==> src/rtl/mboxrd_from_quoter_defines.svh <==
// assertion macros for the mboxrd from-line quoter
`ifndef MBOXRD_FROM_QUOTER_DEFINES_SVH
`define MBOXRD_FROM_QUOTER_DEFINES_SVH

// same-cycle implication, checked outside reset
`define MBFQ_ASSERT_NOW(label, ante, cons, msg) \
  label: assert property (@(posedge clk) disable iff (!rst_n) (ante) |-> (cons)) \
    else $error(msg);

// next-cycle implication, checked outside reset
`define MBFQ_ASSERT_NEXT(label, ante, cons, msg) \
  label: assert property (@(posedge clk) disable iff (!rst_n) (ante) |=> (cons)) \
    else $error(msg);

`endif

==> src/rtl/mbfq_pkg.sv <==
// types, constants and byte tables shared by the mboxrd from-line quoter
package mbfq_pkg;

  localparam int JOB_W     = 26;
  localparam int POS_W     = 5;
  localparam int CFG_IDX_W = 3;
  localparam int Q_DEPTH   = 4;
  localparam int Q_PTR_W   = 2;
  localparam int Q_CNT_W   = 3;

  localparam logic [7:0] CH_NL    = 8'h0A;
  localparam logic [7:0] CH_SPACE = 8'h20;
  localparam logic [7:0] CH_GT    = 8'h3E;

  // text job positions
  localparam logic [POS_W-1:0] POS_GT    = 5'd0;
  localparam logic [POS_W-1:0] POS_BYTE  = 5'd5;
  localparam logic [POS_W-1:0] POS_EXTRA = 5'd6;

  // status job positions that depend on flags
  localparam logic [POS_W-1:0] POS_SEEN     = 5'd8;
  localparam logic [POS_W-1:0] POS_OLD      = 5'd9;
  localparam logic [POS_W-1:0] POS_REPLIED  = 5'd21;
  localparam logic [POS_W-1:0] POS_TRASHED  = 5'd22;
  localparam logic [POS_W-1:0] POS_FLAGGED  = 5'd23;

  localparam logic [JOB_W-1:0] STATUS_BASE_MASK = 26'b11_0001_1111_1111_1100_1111_1111;

  typedef enum logic [CFG_IDX_W-1:0] {
    CFG_STATUS_ENABLE = 3'd0,
    CFG_MARK_SEEN     = 3'd1,
    CFG_MARK_OLD      = 3'd2,
    CFG_MARK_REPLIED  = 3'd3,
    CFG_MARK_TRASHED  = 3'd4,
    CFG_MARK_FLAGGED  = 3'd5
  } cfg_idx_t;

  typedef struct packed {
    logic       command;
    logic [7:0] data_byte;
  } in_item_t;

  typedef struct packed {
    logic [7:0] out_byte;
    logic       last;
  } out_item_t;

  typedef struct packed {
    logic status_enable;
    logic mark_seen;
    logic mark_old;
    logic mark_replied;
    logic mark_trashed;
    logic mark_flagged;
  } cfg_t;

  typedef struct packed {
    logic             is_status;
    logic [JOB_W-1:0] mask;
    logic [7:0]       data;
  } job_t;

  typedef struct packed {
    logic full;
    logic not_empty;
  } qstat_t;

  function automatic logic [7:0] from_char(input logic [2:0] k);
    logic [7:0] c;
    case (k)
      3'd0:    c = 8'h46;
      3'd1:    c = 8'h72;
      3'd2:    c = 8'h6F;
      3'd3:    c = 8'h6D;
      default: c = CH_SPACE;
    endcase
    return c;
  endfunction

  function automatic logic [JOB_W-1:0] held_mask(input logic [2:0] k);
    logic [JOB_W-1:0] m;
    case (k)
      3'd0:    m = 26'h0;
      3'd1:    m = 26'h2;
      3'd2:    m = 26'h6;
      3'd3:    m = 26'hE;
      default: m = 26'h1E;
    endcase
    return m;
  endfunction

  function automatic logic [7:0] text_char(input logic [POS_W-1:0] pos, input logic [7:0] b);
    logic [7:0] c;
    case (pos)
      5'd0:    c = CH_GT;
      5'd1:    c = from_char(3'd0);
      5'd2:    c = from_char(3'd1);
      5'd3:    c = from_char(3'd2);
      5'd4:    c = from_char(3'd3);
      5'd5:    c = b;
      default: c = CH_NL;
    endcase
    return c;
  endfunction

  // "Status: " R O nl "X-Status: " A D F nl nl
  function automatic logic [7:0] status_char(input logic [POS_W-1:0] pos);
    logic [7:0] c;
    case (pos)
      5'd0:    c = 8'h53;
      5'd1:    c = 8'h74;
      5'd2:    c = 8'h61;
      5'd3:    c = 8'h74;
      5'd4:    c = 8'h75;
      5'd5:    c = 8'h73;
      5'd6:    c = 8'h3A;
      5'd7:    c = CH_SPACE;
      5'd8:    c = 8'h52;
      5'd9:    c = 8'h4F;
      5'd10:   c = CH_NL;
      5'd11:   c = 8'h58;
      5'd12:   c = 8'h2D;
      5'd13:   c = 8'h53;
      5'd14:   c = 8'h74;
      5'd15:   c = 8'h61;
      5'd16:   c = 8'h74;
      5'd17:   c = 8'h75;
      5'd18:   c = 8'h73;
      5'd19:   c = 8'h3A;
      5'd20:   c = CH_SPACE;
      5'd21:   c = 8'h41;
      5'd22:   c = 8'h44;
      5'd23:   c = 8'h46;
      default: c = CH_NL;
    endcase
    return c;
  endfunction

endpackage

==> src/rtl/mbfq_front.sv <==
// front end: line state tracking and classification of each input into an output job
module mbfq_front (
  input  logic             clk,
  input  logic             rst_n,
  input  logic             push,
  input  mbfq_pkg::in_item_t in_data,
  input  mbfq_pkg::cfg_t   cfg,
  input  logic             q_full,
  output logic             job_valid,
  output mbfq_pkg::job_t   job
);

  typedef enum logic [1:0] {
    PH_START  = 2'd0,
    PH_PREFIX = 2'd1,
    PH_REST   = 2'd2,
    PH_REST_B = 2'd3
  } phase_t;

  phase_t     phase_r, phase_nxt;
  logic [2:0] match_r, match_nxt;
  logic       hdr_open_r, hdr_open_nxt;
  logic       ended_nl_r, ended_nl_nxt;

  logic       accept;
  logic [2:0] k;
  logic [7:0] b;
  logic       is_nl;
  logic [mbfq_pkg::JOB_W-1:0] smask;

  assign accept = push && !q_full;
  assign k      = (match_r > 3'd4) ? 3'd4 : match_r;
  assign b      = in_data.data_byte;
  assign is_nl  = (b == mbfq_pkg::CH_NL);

  always_comb begin
    smask = mbfq_pkg::STATUS_BASE_MASK;
    smask[mbfq_pkg::POS_SEEN]    = cfg.mark_seen;
    smask[mbfq_pkg::POS_OLD]     = cfg.mark_old;
    smask[mbfq_pkg::POS_REPLIED] = cfg.mark_replied;
    smask[mbfq_pkg::POS_TRASHED] = cfg.mark_trashed;
    smask[mbfq_pkg::POS_FLAGGED] = cfg.mark_flagged;
  end

  always_comb begin
    phase_nxt     = phase_r;
    match_nxt     = match_r;
    hdr_open_nxt  = hdr_open_r;
    ended_nl_nxt  = ended_nl_r;
    job_valid     = 1'b0;
    job.is_status = 1'b0;
    job.mask      = '0;
    job.data      = b;
    if (in_data.command) begin
      job_valid = 1'b1;
      job.data  = mbfq_pkg::CH_NL;
      job.mask  = mbfq_pkg::held_mask(k);
      job.mask[mbfq_pkg::POS_BYTE]  = 1'b1;
      job.mask[mbfq_pkg::POS_EXTRA] = !ended_nl_r;
      phase_nxt     = PH_START;
      match_nxt     = 3'd0;
      hdr_open_nxt  = 1'b1;
      ended_nl_nxt  = 1'b0;
    end else begin
      ended_nl_nxt = is_nl;
      if (phase_r != PH_START && phase_r != PH_PREFIX) begin
        job_valid = 1'b1;
        job.mask[mbfq_pkg::POS_BYTE] = 1'b1;
        phase_nxt = is_nl ? PH_START : PH_REST;
      end else if (phase_r == PH_START && hdr_open_r && is_nl) begin
        job_valid = 1'b1;
        if (cfg.status_enable) begin
          job.is_status = 1'b1;
          job.mask      = smask;
        end else begin
          job.mask[mbfq_pkg::POS_BYTE] = 1'b1;
        end
        hdr_open_nxt = 1'b0;
      end else if (k == 3'd0 && b == mbfq_pkg::CH_GT) begin
        job_valid = 1'b1;
        job.mask[mbfq_pkg::POS_BYTE] = 1'b1;
        phase_nxt = PH_PREFIX;
      end else if (k < 3'd4 && b == mbfq_pkg::from_char(k)) begin
        match_nxt = k + 3'd1;
        phase_nxt = PH_PREFIX;
      end else if (k == 3'd4 && b == mbfq_pkg::CH_SPACE) begin
        job_valid = 1'b1;
        job.mask  = mbfq_pkg::held_mask(k);
        job.mask[mbfq_pkg::POS_GT]   = 1'b1;
        job.mask[mbfq_pkg::POS_BYTE] = 1'b1;
        match_nxt = 3'd0;
        phase_nxt = PH_REST;
      end else begin
        job_valid = 1'b1;
        job.mask  = mbfq_pkg::held_mask(k);
        job.mask[mbfq_pkg::POS_BYTE] = 1'b1;
        match_nxt = 3'd0;
        phase_nxt = is_nl ? PH_START : PH_REST;
      end
    end
    job_valid = job_valid && accept;
  end

  always_ff @(posedge clk) begin
    if (!rst_n) begin
      phase_r     <= PH_START;
      match_r     <= 3'd0;
      hdr_open_r  <= 1'b1;
      ended_nl_r  <= 1'b0;
    end else if (accept) begin
      phase_r     <= phase_nxt;
      match_r     <= match_nxt;
      hdr_open_r  <= hdr_open_nxt;
      ended_nl_r  <= ended_nl_nxt;
    end
  end

endmodule

==> src/rtl/mbfq_queue.sv <==
// small job queue between the front end and the byte sequencer
module mbfq_queue (
  input  logic             clk,
  input  logic             rst_n,
  input  logic             wr_en,
  input  mbfq_pkg::job_t   wr_job,
  input  logic             rd_en,
  output mbfq_pkg::job_t   rd_job,
  output mbfq_pkg::qstat_t stat
);

  mbfq_pkg::job_t mem_r [mbfq_pkg::Q_DEPTH];

  logic [mbfq_pkg::Q_PTR_W-1:0] wr_ptr_r, rd_ptr_r;
  logic [mbfq_pkg::Q_CNT_W-1:0] count_r, count_nxt;

  assign stat.full      = (count_r == mbfq_pkg::Q_CNT_W'(mbfq_pkg::Q_DEPTH));
  assign stat.not_empty = (count_r != '0);
  assign rd_job         = mem_r[rd_ptr_r];

  always_comb begin
    count_nxt = count_r;
    if (wr_en && !rd_en) begin
      count_nxt = count_r + 1'b1;
    end else if (rd_en && !wr_en) begin
      count_nxt = count_r - 1'b1;
    end
  end

  always_ff @(posedge clk) begin
    if (wr_en) begin
      mem_r[wr_ptr_r] <= wr_job;
    end
  end

  always_ff @(posedge clk) begin
    if (!rst_n) begin
      wr_ptr_r <= '0;
      rd_ptr_r <= '0;
      count_r  <= '0;
    end else begin
      if (wr_en) begin
        wr_ptr_r <= wr_ptr_r + 1'b1;
      end
      if (rd_en) begin
        rd_ptr_r <= rd_ptr_r + 1'b1;
      end
      count_r <= count_nxt;
    end
  end

endmodule

==> src/rtl/mbfq_back.sv <==
// back end: job to bytes in the output register, one per cycle unless pop stalls
module mbfq_back (
  input  logic              clk,
  input  logic              rst_n,
  input  logic              q_not_empty,
  input  mbfq_pkg::job_t    q_job,
  output logic              q_take,
  output logic              busy,
  output logic              empty,
  input  logic              pop,
  output mbfq_pkg::out_item_t out_data
);

  logic                         cur_valid_r;
  mbfq_pkg::job_t               cur_r;
  logic                         out_valid_r;
  mbfq_pkg::out_item_t          out_r, out_nxt;

  logic                         pop_take;
  logic                         adv;
  logic [mbfq_pkg::POS_W-1:0]   pos;
  logic [mbfq_pkg::JOB_W-1:0]   rem;
  logic                         last;

  assign pop_take = pop && out_valid_r;
  assign adv      = cur_valid_r && (!out_valid_r || pop_take);
  assign rem      = cur_r.mask & (cur_r.mask - 1'b1);
  assign last     = (rem == '0);
  assign q_take   = q_not_empty && (!cur_valid_r || (adv && last));
  assign busy     = cur_valid_r;
  assign empty    = !out_valid_r;
  assign out_data = out_r;

  always_comb begin
    pos = '0;
    for (int i = mbfq_pkg::JOB_W - 1; i >= 0; i--) begin
      if (cur_r.mask[i]) begin
        pos = mbfq_pkg::POS_W'(i);
      end
    end
  end

  always_comb begin
    out_nxt.last     = last;
    out_nxt.out_byte = cur_r.is_status ? mbfq_pkg::status_char(pos)
                                       : mbfq_pkg::text_char(pos, cur_r.data);
  end

  always_ff @(posedge clk) begin
    if (adv) begin
      out_r <= out_nxt;
    end
    if (q_take) begin
      cur_r <= q_job;
    end else if (adv) begin
      cur_r.mask <= rem;
    end
  end

  always_ff @(posedge clk) begin
    if (!rst_n) begin
      cur_valid_r <= 1'b0;
      out_valid_r <= 1'b0;
    end else begin
      if (q_take) begin
        cur_valid_r <= 1'b1;
      end else if (adv && last) begin
        cur_valid_r <= 1'b0;
      end
      if (adv) begin
        out_valid_r <= 1'b1;
      end else if (pop_take) begin
        out_valid_r <= 1'b0;
      end
    end
  end

endmodule

==> src/rtl/mboxrd_from_quoter.sv <==
// top level of the mboxrd from-line quoter: config registers, front end, job queue, back end
// Takes one message byte or end-of-message marker per transfer and delivers the mboxrd-escaped
// stream one byte per transfer, with last set on the final byte that an input caused. Inputs
// are accepted one per cycle while the four-entry job queue has room; an input that only
// extends a held "From" match produces no bytes and no job. The back end sends one byte per
// cycle while its output is popped; an input causes one byte for a plain byte, up to six for
// a broken or quoted match and up to 26 for the inserted Status and X-Status lines. Sustained
// rate is one byte per cycle when each input yields one byte and pop is held high.
// Configuration writes take effect at once and should be made while the block is idle.
`include "mboxrd_from_quoter_defines.svh"

module mboxrd_from_quoter (
  input  logic                            clk,
  input  logic                            rst_n,
  input  logic                            push,
  output logic                            full,
  input  mbfq_pkg::in_item_t              in_data,
  output logic                            empty,
  input  logic                            pop,
  output mbfq_pkg::out_item_t             out_data,
  input  logic                            cfg_we,
  input  logic [mbfq_pkg::CFG_IDX_W-1:0]  cfg_index,
  input  logic                            cfg_data
);

  mbfq_pkg::cfg_t   cfg_r;
  mbfq_pkg::job_t   f_job, q_job;
  mbfq_pkg::qstat_t qstat;
  logic             f_job_valid;
  logic             q_take;
  logic             busy;

  always_ff @(posedge clk) begin
    if (!rst_n) begin
      cfg_r <= '0;
    end else if (cfg_we) begin
      case (cfg_index)
        mbfq_pkg::CFG_STATUS_ENABLE: cfg_r.status_enable <= cfg_data;
        mbfq_pkg::CFG_MARK_SEEN:     cfg_r.mark_seen     <= cfg_data;
        mbfq_pkg::CFG_MARK_OLD:      cfg_r.mark_old      <= cfg_data;
        mbfq_pkg::CFG_MARK_REPLIED:  cfg_r.mark_replied  <= cfg_data;
        mbfq_pkg::CFG_MARK_TRASHED:  cfg_r.mark_trashed  <= cfg_data;
        mbfq_pkg::CFG_MARK_FLAGGED:  cfg_r.mark_flagged  <= cfg_data;
        default: ;
      endcase
    end
  end

  assign full = qstat.full;

  mbfq_front u_front (
    .clk       (clk),
    .rst_n     (rst_n),
    .push      (push),
    .in_data   (in_data),
    .cfg       (cfg_r),
    .q_full    (qstat.full),
    .job_valid (f_job_valid),
    .job       (f_job)
  );

  mbfq_queue u_queue (
    .clk    (clk),
    .rst_n  (rst_n),
    .wr_en  (f_job_valid),
    .wr_job (f_job),
    .rd_en  (q_take),
    .rd_job (q_job),
    .stat   (qstat)
  );

  mbfq_back u_back (
    .clk         (clk),
    .rst_n       (rst_n),
    .q_not_empty (qstat.not_empty),
    .q_job       (q_job),
    .q_take      (q_take),
    .busy        (busy),
    .empty       (empty),
    .pop         (pop),
    .out_data    (out_data)
  );

  `MBFQ_ASSERT_NOW(a_queue_no_overflow, f_job_valid, !qstat.full, "job queue overflow")
  `MBFQ_ASSERT_NEXT(a_back_progress, busy && empty, !empty, "back end stalled with empty output")
  `MBFQ_ASSERT_NEXT(a_eom_has_output, push && !full && in_data.command, qstat.not_empty || busy || !empty, "end of message produced no output")

endmodule

==> config.mk <==
export PLATFORM = sky130hd
export DESIGN_NAME = mboxrd_from_quoter
export DESIGN_NICKNAME = d
export VERILOG_FILES = /design/src/rtl/mbfq_pkg.sv /design/src/rtl/mbfq_front.sv /design/src/rtl/mbfq_queue.sv /design/src/rtl/mbfq_back.sv /design/src/rtl/mboxrd_from_quoter.sv
export VERILOG_INCLUDE_DIRS = /design/src /design/src/rtl
export SDC_FILE = /design/constraint.sdc
export NUM_CORES = 1
export LEC_CHECK = 0
export ABC_AREA = 1
export BUFFER_PORTS_ARGS = -buffer_cell sky130_fd_sc_hd__buf_4
export CORE_MARGIN = 5
export CORE_UTILIZATION = 60
export DETAILED_ROUTE_END_ITERATION = 7
export PLACE_DENSITY = 0.85
export SLEW_MARGIN = 25
export SYNTH_ARGS = -nofsm -noshare
export SYNTH_HDL_FRONTEND = slang
export SYNTH_SLANG_ARGS = --single-unit
==> constraint.sdc <==
create_clock -name clk -period 10.07 [get_ports clk]
set_input_delay 2.014 -clock clk [delete_from_list [all_inputs] [get_ports clk]]
set_output_delay 2.014 -clock clk [all_outputs]
set_load 0.005 [all_outputs]
; ---- Word level (Yosys, flattened, before mapping)
; Memory sizes are Yosys's and may differ from the RTL's. A register that Yosys moved wholly into a read port is not among the register bits.
; Index checks and enable logic that the tools add are counted.
; Widths: inputs -> output; s select.
[word_totals]
elab_cells = 181
n_memories = 2
ff_bits = 66
in_bits = 18
out_inout_bits = 11
mem_bits_ro = 224
ramBits = 140
[classes]
n_reduce_logical = 43
muxes = 83
n_lt_le_gt_ge = 2
n_addsub = 6
n_bitwise = 1
n_eq_ne = 24
[memory_table]
columns = memory, words, word_bits, read_ports, rd_ports_with_merged_regs, wr, line_no
row1 = (no name shown), 32, 7, 1, 0, 0, mbfq_pkg.sv:109  ; case (pos)
row2 = u_queue.mem_r, 4, 35, 1, 1, 1, mbfq_queue.sv:12  ; mbfq_pkg::job_t mem_r [mbfq_pkg::Q_DEPTH];
[op_table]
columns = operator, count
row1 = $mux 5, 29
row2 = $mux 26, 4
row3 = $mux 8, 6
row4 = $pmux 8 s6, 1
row5 = $mux 21, 2
row6 = $pmux 7 s4, 1
row7 = $and 26x26->26, 1
row8 = $logic_not 26->1, 1
row9 = $sub 26x1->26 const B, 1
row10 = $mux 3, 8
row11 = $mux 1, 20
row12 = $mux 20, 1
row13 = $pmux 5 s4, 1
row14 = $mux 2, 9
row15 = $eq 8x6->1 const B, 2
row16 = $logic_and 1x1->1, 14
row17 = $reduce_and 2->1, 7
row18 = $eq 3x2->1 const B, 4
row19 = $eq 3x3->1 const B, 4
row20 = $reduce_bool 2->1, 6
row21 = $eq 5x2->1 const B, 2
row22 = $eq 5x3->1 const B, 2
row23 = $eq 8x4->1 const B, 1
row24 = $eq 8x8->1, 1
row25 = other kinds (19), 31

; ---- Logic depth before layout (Yosys ltp)
[logic_depth]
word_depth = 29
depth_mapped = 36
ltp_nobuf = 36

; ---- Modules after synthesis
; Synthesis repeated with hierarchy kept, for this count alone.
[unflattened]
cells_unflattened = 1011
area_unflattened_um2 = 9873.2
[modules_own_cells]
columns = mod, cells_each, area_each_um2, seq_area_each_um2, n_inst
row1 = mbfq_queue, 397, 5622.9, 4384.2, 1
row2 = mbfq_back, 384, 2939.1, 1361.3, 1
row3 = mbfq_front, 188, 1031.0, 140.1, 1
row4 = mboxrd_from_quoter, 42, 280.3, 120.1, 1

; ---- Worst setup path before layout
; OpenSTA, ideal clock, no wires.
[synth_path]
path_type = input -> register
start = in in_data[7] in the netlist's numbering
end = mem u_queue.mem_r[0][0] in the netlist's numbering, enable pin
arrival_time_ns = 4.124
slack_ns = 5.547
required_ns = 9.671
path_stages = 11
cell_sequence = nor2_1 -> nand3_1 -> inv_1 -> nand4_1 -> nor4_1 -> inv_1 -> nand2_1 -> inv_1 -> nand4_1 -> nand2_1 -> nor2_1
[synth_via]
elab_chain_len = 10
[synth_rtl]
columns = element, line_no
row1 = "start, declared", mboxrd_from_quoter.sv:17  ; input mbfq_pkg::in_item_t in_data,
row2 = $eq 8x8->1, mbfq_front.sv:83  ; end else if (k < 3'd4 && b == mbfq_pkg::from_char(k)) begin
row3 = $logic_and 1x1->1, mbfq_front.sv:83
row4 = $mux 1, mbfq_front.sv:83
row5 = $mux 1, mbfq_front.sv:79  ; end else if (k == 3'd0 && b == mbfq_pkg::CH_GT) begin
row6 = $mux 1 *, mbfq_front.sv:70  ; end else if (phase_r == PH_START && hdr_open_r && is_nl) begin
row7 = $mux 1 *, mbfq_front.sv:66  ; if (phase_r != PH_START && phase_r != PH_PREFIX) begin
row8 = $mux 1 *, mbfq_front.sv:54  ; if (in_data.command) begin
row9 = $logic_and 1x1->1 *, mbfq_front.sv:101  ; job_valid = job_valid && accept;
row10 = $mux 1 *, mbfq_queue.sv:31  ; if (wr_en) begin
row11 = $mux 1 (implied by the code) *, mbfq_queue.sv:32  ; mem_r[wr_ptr_r] <= wr_job;
row12 = "end, declared", mbfq_queue.sv:12
; Mark *: on every way between the ends. The rest lies on a longest branch, timed or not.

; ---- Worst setup path in the final report
[layout_path]
start = in in_data[4] in the netlist's numbering
end = reg u_queue.count_r[1] in the netlist's numbering
[layout_rtl]
columns = element, line_no
row1 = $eq 8x8->1, mbfq_front.sv:83
row2 = $logic_and 1x1->1, mbfq_front.sv:83
row3 = $mux 1, mbfq_front.sv:83
row4 = $mux 1, mbfq_front.sv:79
row5 = $mux 1 *, mbfq_front.sv:70
row6 = $mux 1 *, mbfq_front.sv:66
row7 = $mux 1 *, mbfq_front.sv:54
row8 = $logic_and 1x1->1 *, mbfq_front.sv:101
row9 = via f_job_valid, mboxrd_from_quoter.sv:29  ; logic f_job_valid;
row10 = $logic_and 1x1->1 *, mbfq_queue.sv:23  ; if (wr_en && !rd_en) begin
row11 = $mux 3 *, mbfq_queue.sv:23
row12 = via u_queue.count_nxt (one bit), mbfq_queue.sv:15  ; logic [mbfq_pkg::Q_CNT_W-1:0] count_r, count_nxt;
row13 = "end signal, assigned", mbfq_queue.sv:48  ; count_r <= count_nxt;
row14 = "end, declared", mbfq_queue.sv:15
; The timed path passes the listed nets; every way through them passes the cells marked *.
; A chain may end at the register's enable or synchronous reset.

==> run summary <==
Status: completed
Cells after DPL: 946
Post-Route WL: 15800 µm
Sequential share of the synthesized area: 58.6%
Pre-CTS setup slack: 4.74 ns
Combinational share of power: 34.7%
Tot GR Track Use: 23.0%
Share of the synthesized area in the top cell type: 52.1%
Int Pwr: 1.59 mW
Reg power frac: 39.3%
# resized after CTS: 0
Ys Warns: 0
DRC: 0
Die ar.: 0.0146 mm²
TritonRoute pass-1 iters: 5
Net Count, Synth: 823
Crit start category: input port
Syn Area/Cell: 9.36 µm²
Die X: 121 µm
Max Clk Rate: 213 MHz
Vias in the first global route: 5722
Synth unique cells: 39
Post-route ant nets: 0
Global-route wire length before repair: 26500 µm
Core Box Area: 0.0120 mm²
Post-Layout Cell Count: 978
Sw Ratio: 36.7%
Syn-to-layout area delta: 13.0%
Unrepaired setup endpoints after global routing: no
CTS Buffer Depth: 2
Post-Syn Area: 0.00738 mm²
Cell taking the most area after synthesis: edfxtp_1
Clk pwr share: 26.0%
Hold Vio Cnt, Final: 0
Seq cells post-synth: 152
Multi-input logic area: 0.00253 mm²
Overall Power: 2.52 mW
Via/cell ratio: 5.81
Fin nets: 853
Avg WL per Cell: 16.1 µm
Worst-Margin Slew: 0.751 ns
Grt total ovfl: 0
Dpl hpwl: 10400 µm
Setup slack after layout: 5.38 ns
Chip Height: 121 µm
Req. time, crit path: 10.38 ns
WS Path Type: in -> reg
Root Buffer: clkbuf_16
Clock Sinks: 152
Post-CTS Hold Buffers: 0
Rows: 40
Worst min path class: reg -> reg
Boundary pin count: 29
Pin count of the biggest net entering global routing: 52
Top FF cell, synth: edfxtp_1
Max VDD drop: 0.133 mV
WP data arrival: 5.00 ns
Final Core Density: 69.4%
CTS clk-pin slew, worst paths: 0.06 ns
Post-synth EDFFs: 128
Layout cell share with drive strength beyond 1: 9.75%
FF/Latch Area: 0.00432 mm²
Synth top area cells: edfxtp_1, o21ai_0, dfxtp_1
Final period util: 46.5%
Net Sw Power: 0.923 mW
Max cap viols: 0
Mapped Cells: 788
Violation count after the first detailed-route iteration: 683
Setup Viol. Count Final: 0
Initial antenna violation count: 0
Worst slew margin: 49.8%
Port Buffer Count: 28
Critical path peak fanout: 9
Fillers: 865
P per Cell Area: 302 mW/mm²
CTS tree: built
Post-route minimum period: 4.69 ns
DR vias: 5684
Setup repair bufs after CTS: 0
FFs w/ async S/R, synth: 0%
TNS Setup: 0 ns
CP endpoint kind: register
Routability cong.: 0.972
Clock latency at the later pin of the worst-skew pair: 0.42 ns
Initial Util: 61.4%
Antenna cell count: 0
Leakage Power: 3.34 nW
Clk_skew: 0.00738 ns
Number of clock buffers inserted by TritonCTS: 17
Final number of max-transition violations: 0
H-tree depth: 4
==> power groups by stage <==
| stage | clock [mW] | sequential (mW) | combinational (mW) |
|---|---|---|---|
| after floorplan | 0 | 0.980 | 0.635 |
| after global placement | 0 | 0.992 | 0.824 |
| after detailed placement | 0 | 1.00 | 0.853 |
| after CTS | 0.663 | 0.989 | 0.865 |
| after global routing | 0.695 | 1.01 | 1.00 |
| final | 0.654 | 0.990 | 0.873 |
==> state kept, by name (all words and copies together), names as in the netlist, 2 cells and up, named ones only <==
| register | count |
|---|---|
| u_queue.count_r | 3 |
| u_front.match_r | 3 |
| u_queue.mem_r | 84 |
| u_back.out_data | 9 |
| u_queue.rd_ptr_r | 2 |
| u_queue.wr_ptr_r | 2 |
| u_front.phase_r | 2 |
| cfg_r | 6 |
| u_back.cur_r | 35 |
==> cells in the mapped netlist, types with 3 or more instances <==
cell type	number
clkbuf_1	17
o21ai_0	114
buf_2	3
edfxtp_1	128
inv_1	106
nand4_1	13
a21oi_1	43
nor3_1	7
xor2_1	4
dfxtp_1	24
nand2_2	4
o22ai_1	22
nand2_1	114
nand3_1	20
ha_1	16
o211ai_1	3
a31oi_1	3
nor4_1	9
nor2_1	111
buf_1	4
==> per-stage QoR <==
step,cell area (µm²),hold WS [ns]
2_1_floorplan,7380,0.430
3_3_place_gp,7730,0.443
3_5_place_dp,7730,0.450
4_1_cts,8330,0.458
5_1_grt,8340,0.492
6_report,8340,0.457
==> layer usage <==
layer  up-vias  part of all wire (%)  track usage, %
li1       2769                     -               -
met1      2624                    41            28.9
met2       250                    50            38.5
met3        41                   6.3            5.13
met4         0                   2.7            9.28
met5         -                     0               0
==> cells in the final DEF, fill, tap and decap left out, types with 17 or more instances in the layout <==
| master | netlist | layout |
|---|---|---|
| o21ai_0 | 114 | 114 |
| inv_1 | 106 | 105 |
| buf_4 | 0 | 36 |
| nor2_1 | 111 | 111 |
| clkbuf_16 | 0 | 17 |
| nand3_1 | 20 | 20 |
| dfxtp_1 | 24 | 24 |
| a21oi_1 | 43 | 43 |
| o22ai_1 | 22 | 22 |
| nand2_1 | 114 | 113 |
| edfxtp_1 | 128 | 128 |
==> kinds of logic after synthesis <==
kind of cell | synth area share (%)
flops | 58.6
buf+inv | 7.09
fa+ha+maj | 2.99
compound gates | 14.5
simple gates | 16.3
xor+xnor | 0.475
==> worst max-delay path: stages <==
cell       delay, ns
buf_4           0.13
xor2_1          0.15
nor4_1          0.25
nand3b_1        0.11
a2111oi_1       0.62
nand4_1         0.36
nand2_1         0.33
inv_1           0.08
ha_1            0.20
inv_1           0.11
fa_1            0.40
o21ai_0         0.17
nor2_1          0.05
==> final cells by class <==
class / count / area share [%]
Timing Repair Buffer: 36 / 3.24
Sequential cell: 152 / 51.9
Clock inverter: 14 / 2.15
Clock buffer: 18 / 5.15
Tap cell: 147 / 2.21
Multi-Input combinational cell: 500 / 30.4
Inverter: 111 / 5.01
==> path summary, 6_finish.rpt <==
kind | from | endpoint | slack [ns] | cells after the start
worst min register to register | u_queue.rd_ptr_r[1]$_SDFFE_PN0P_ | u_queue.rd_ptr_r[1]$_SDFFE_PN0P_ | 0.46 | 2
worst max-delay path | in_data[4] | u_queue.count_r[1]$_SDFFE_PN0P_ | 5.38 | 13
worst max register to register | u_front.match_r[1]$_SDFFE_PN0P_ | u_queue.count_r[1]$_SDFFE_PN0P_ | 5.79 | 16
worst min-delay path | u_queue.rd_ptr_r[1]$_SDFFE_PN0P_ | u_queue.rd_ptr_r[1]$_SDFFE_PN0P_ | 0.46 | 2
Note: power is estimated with default switching activity, not from simulation.
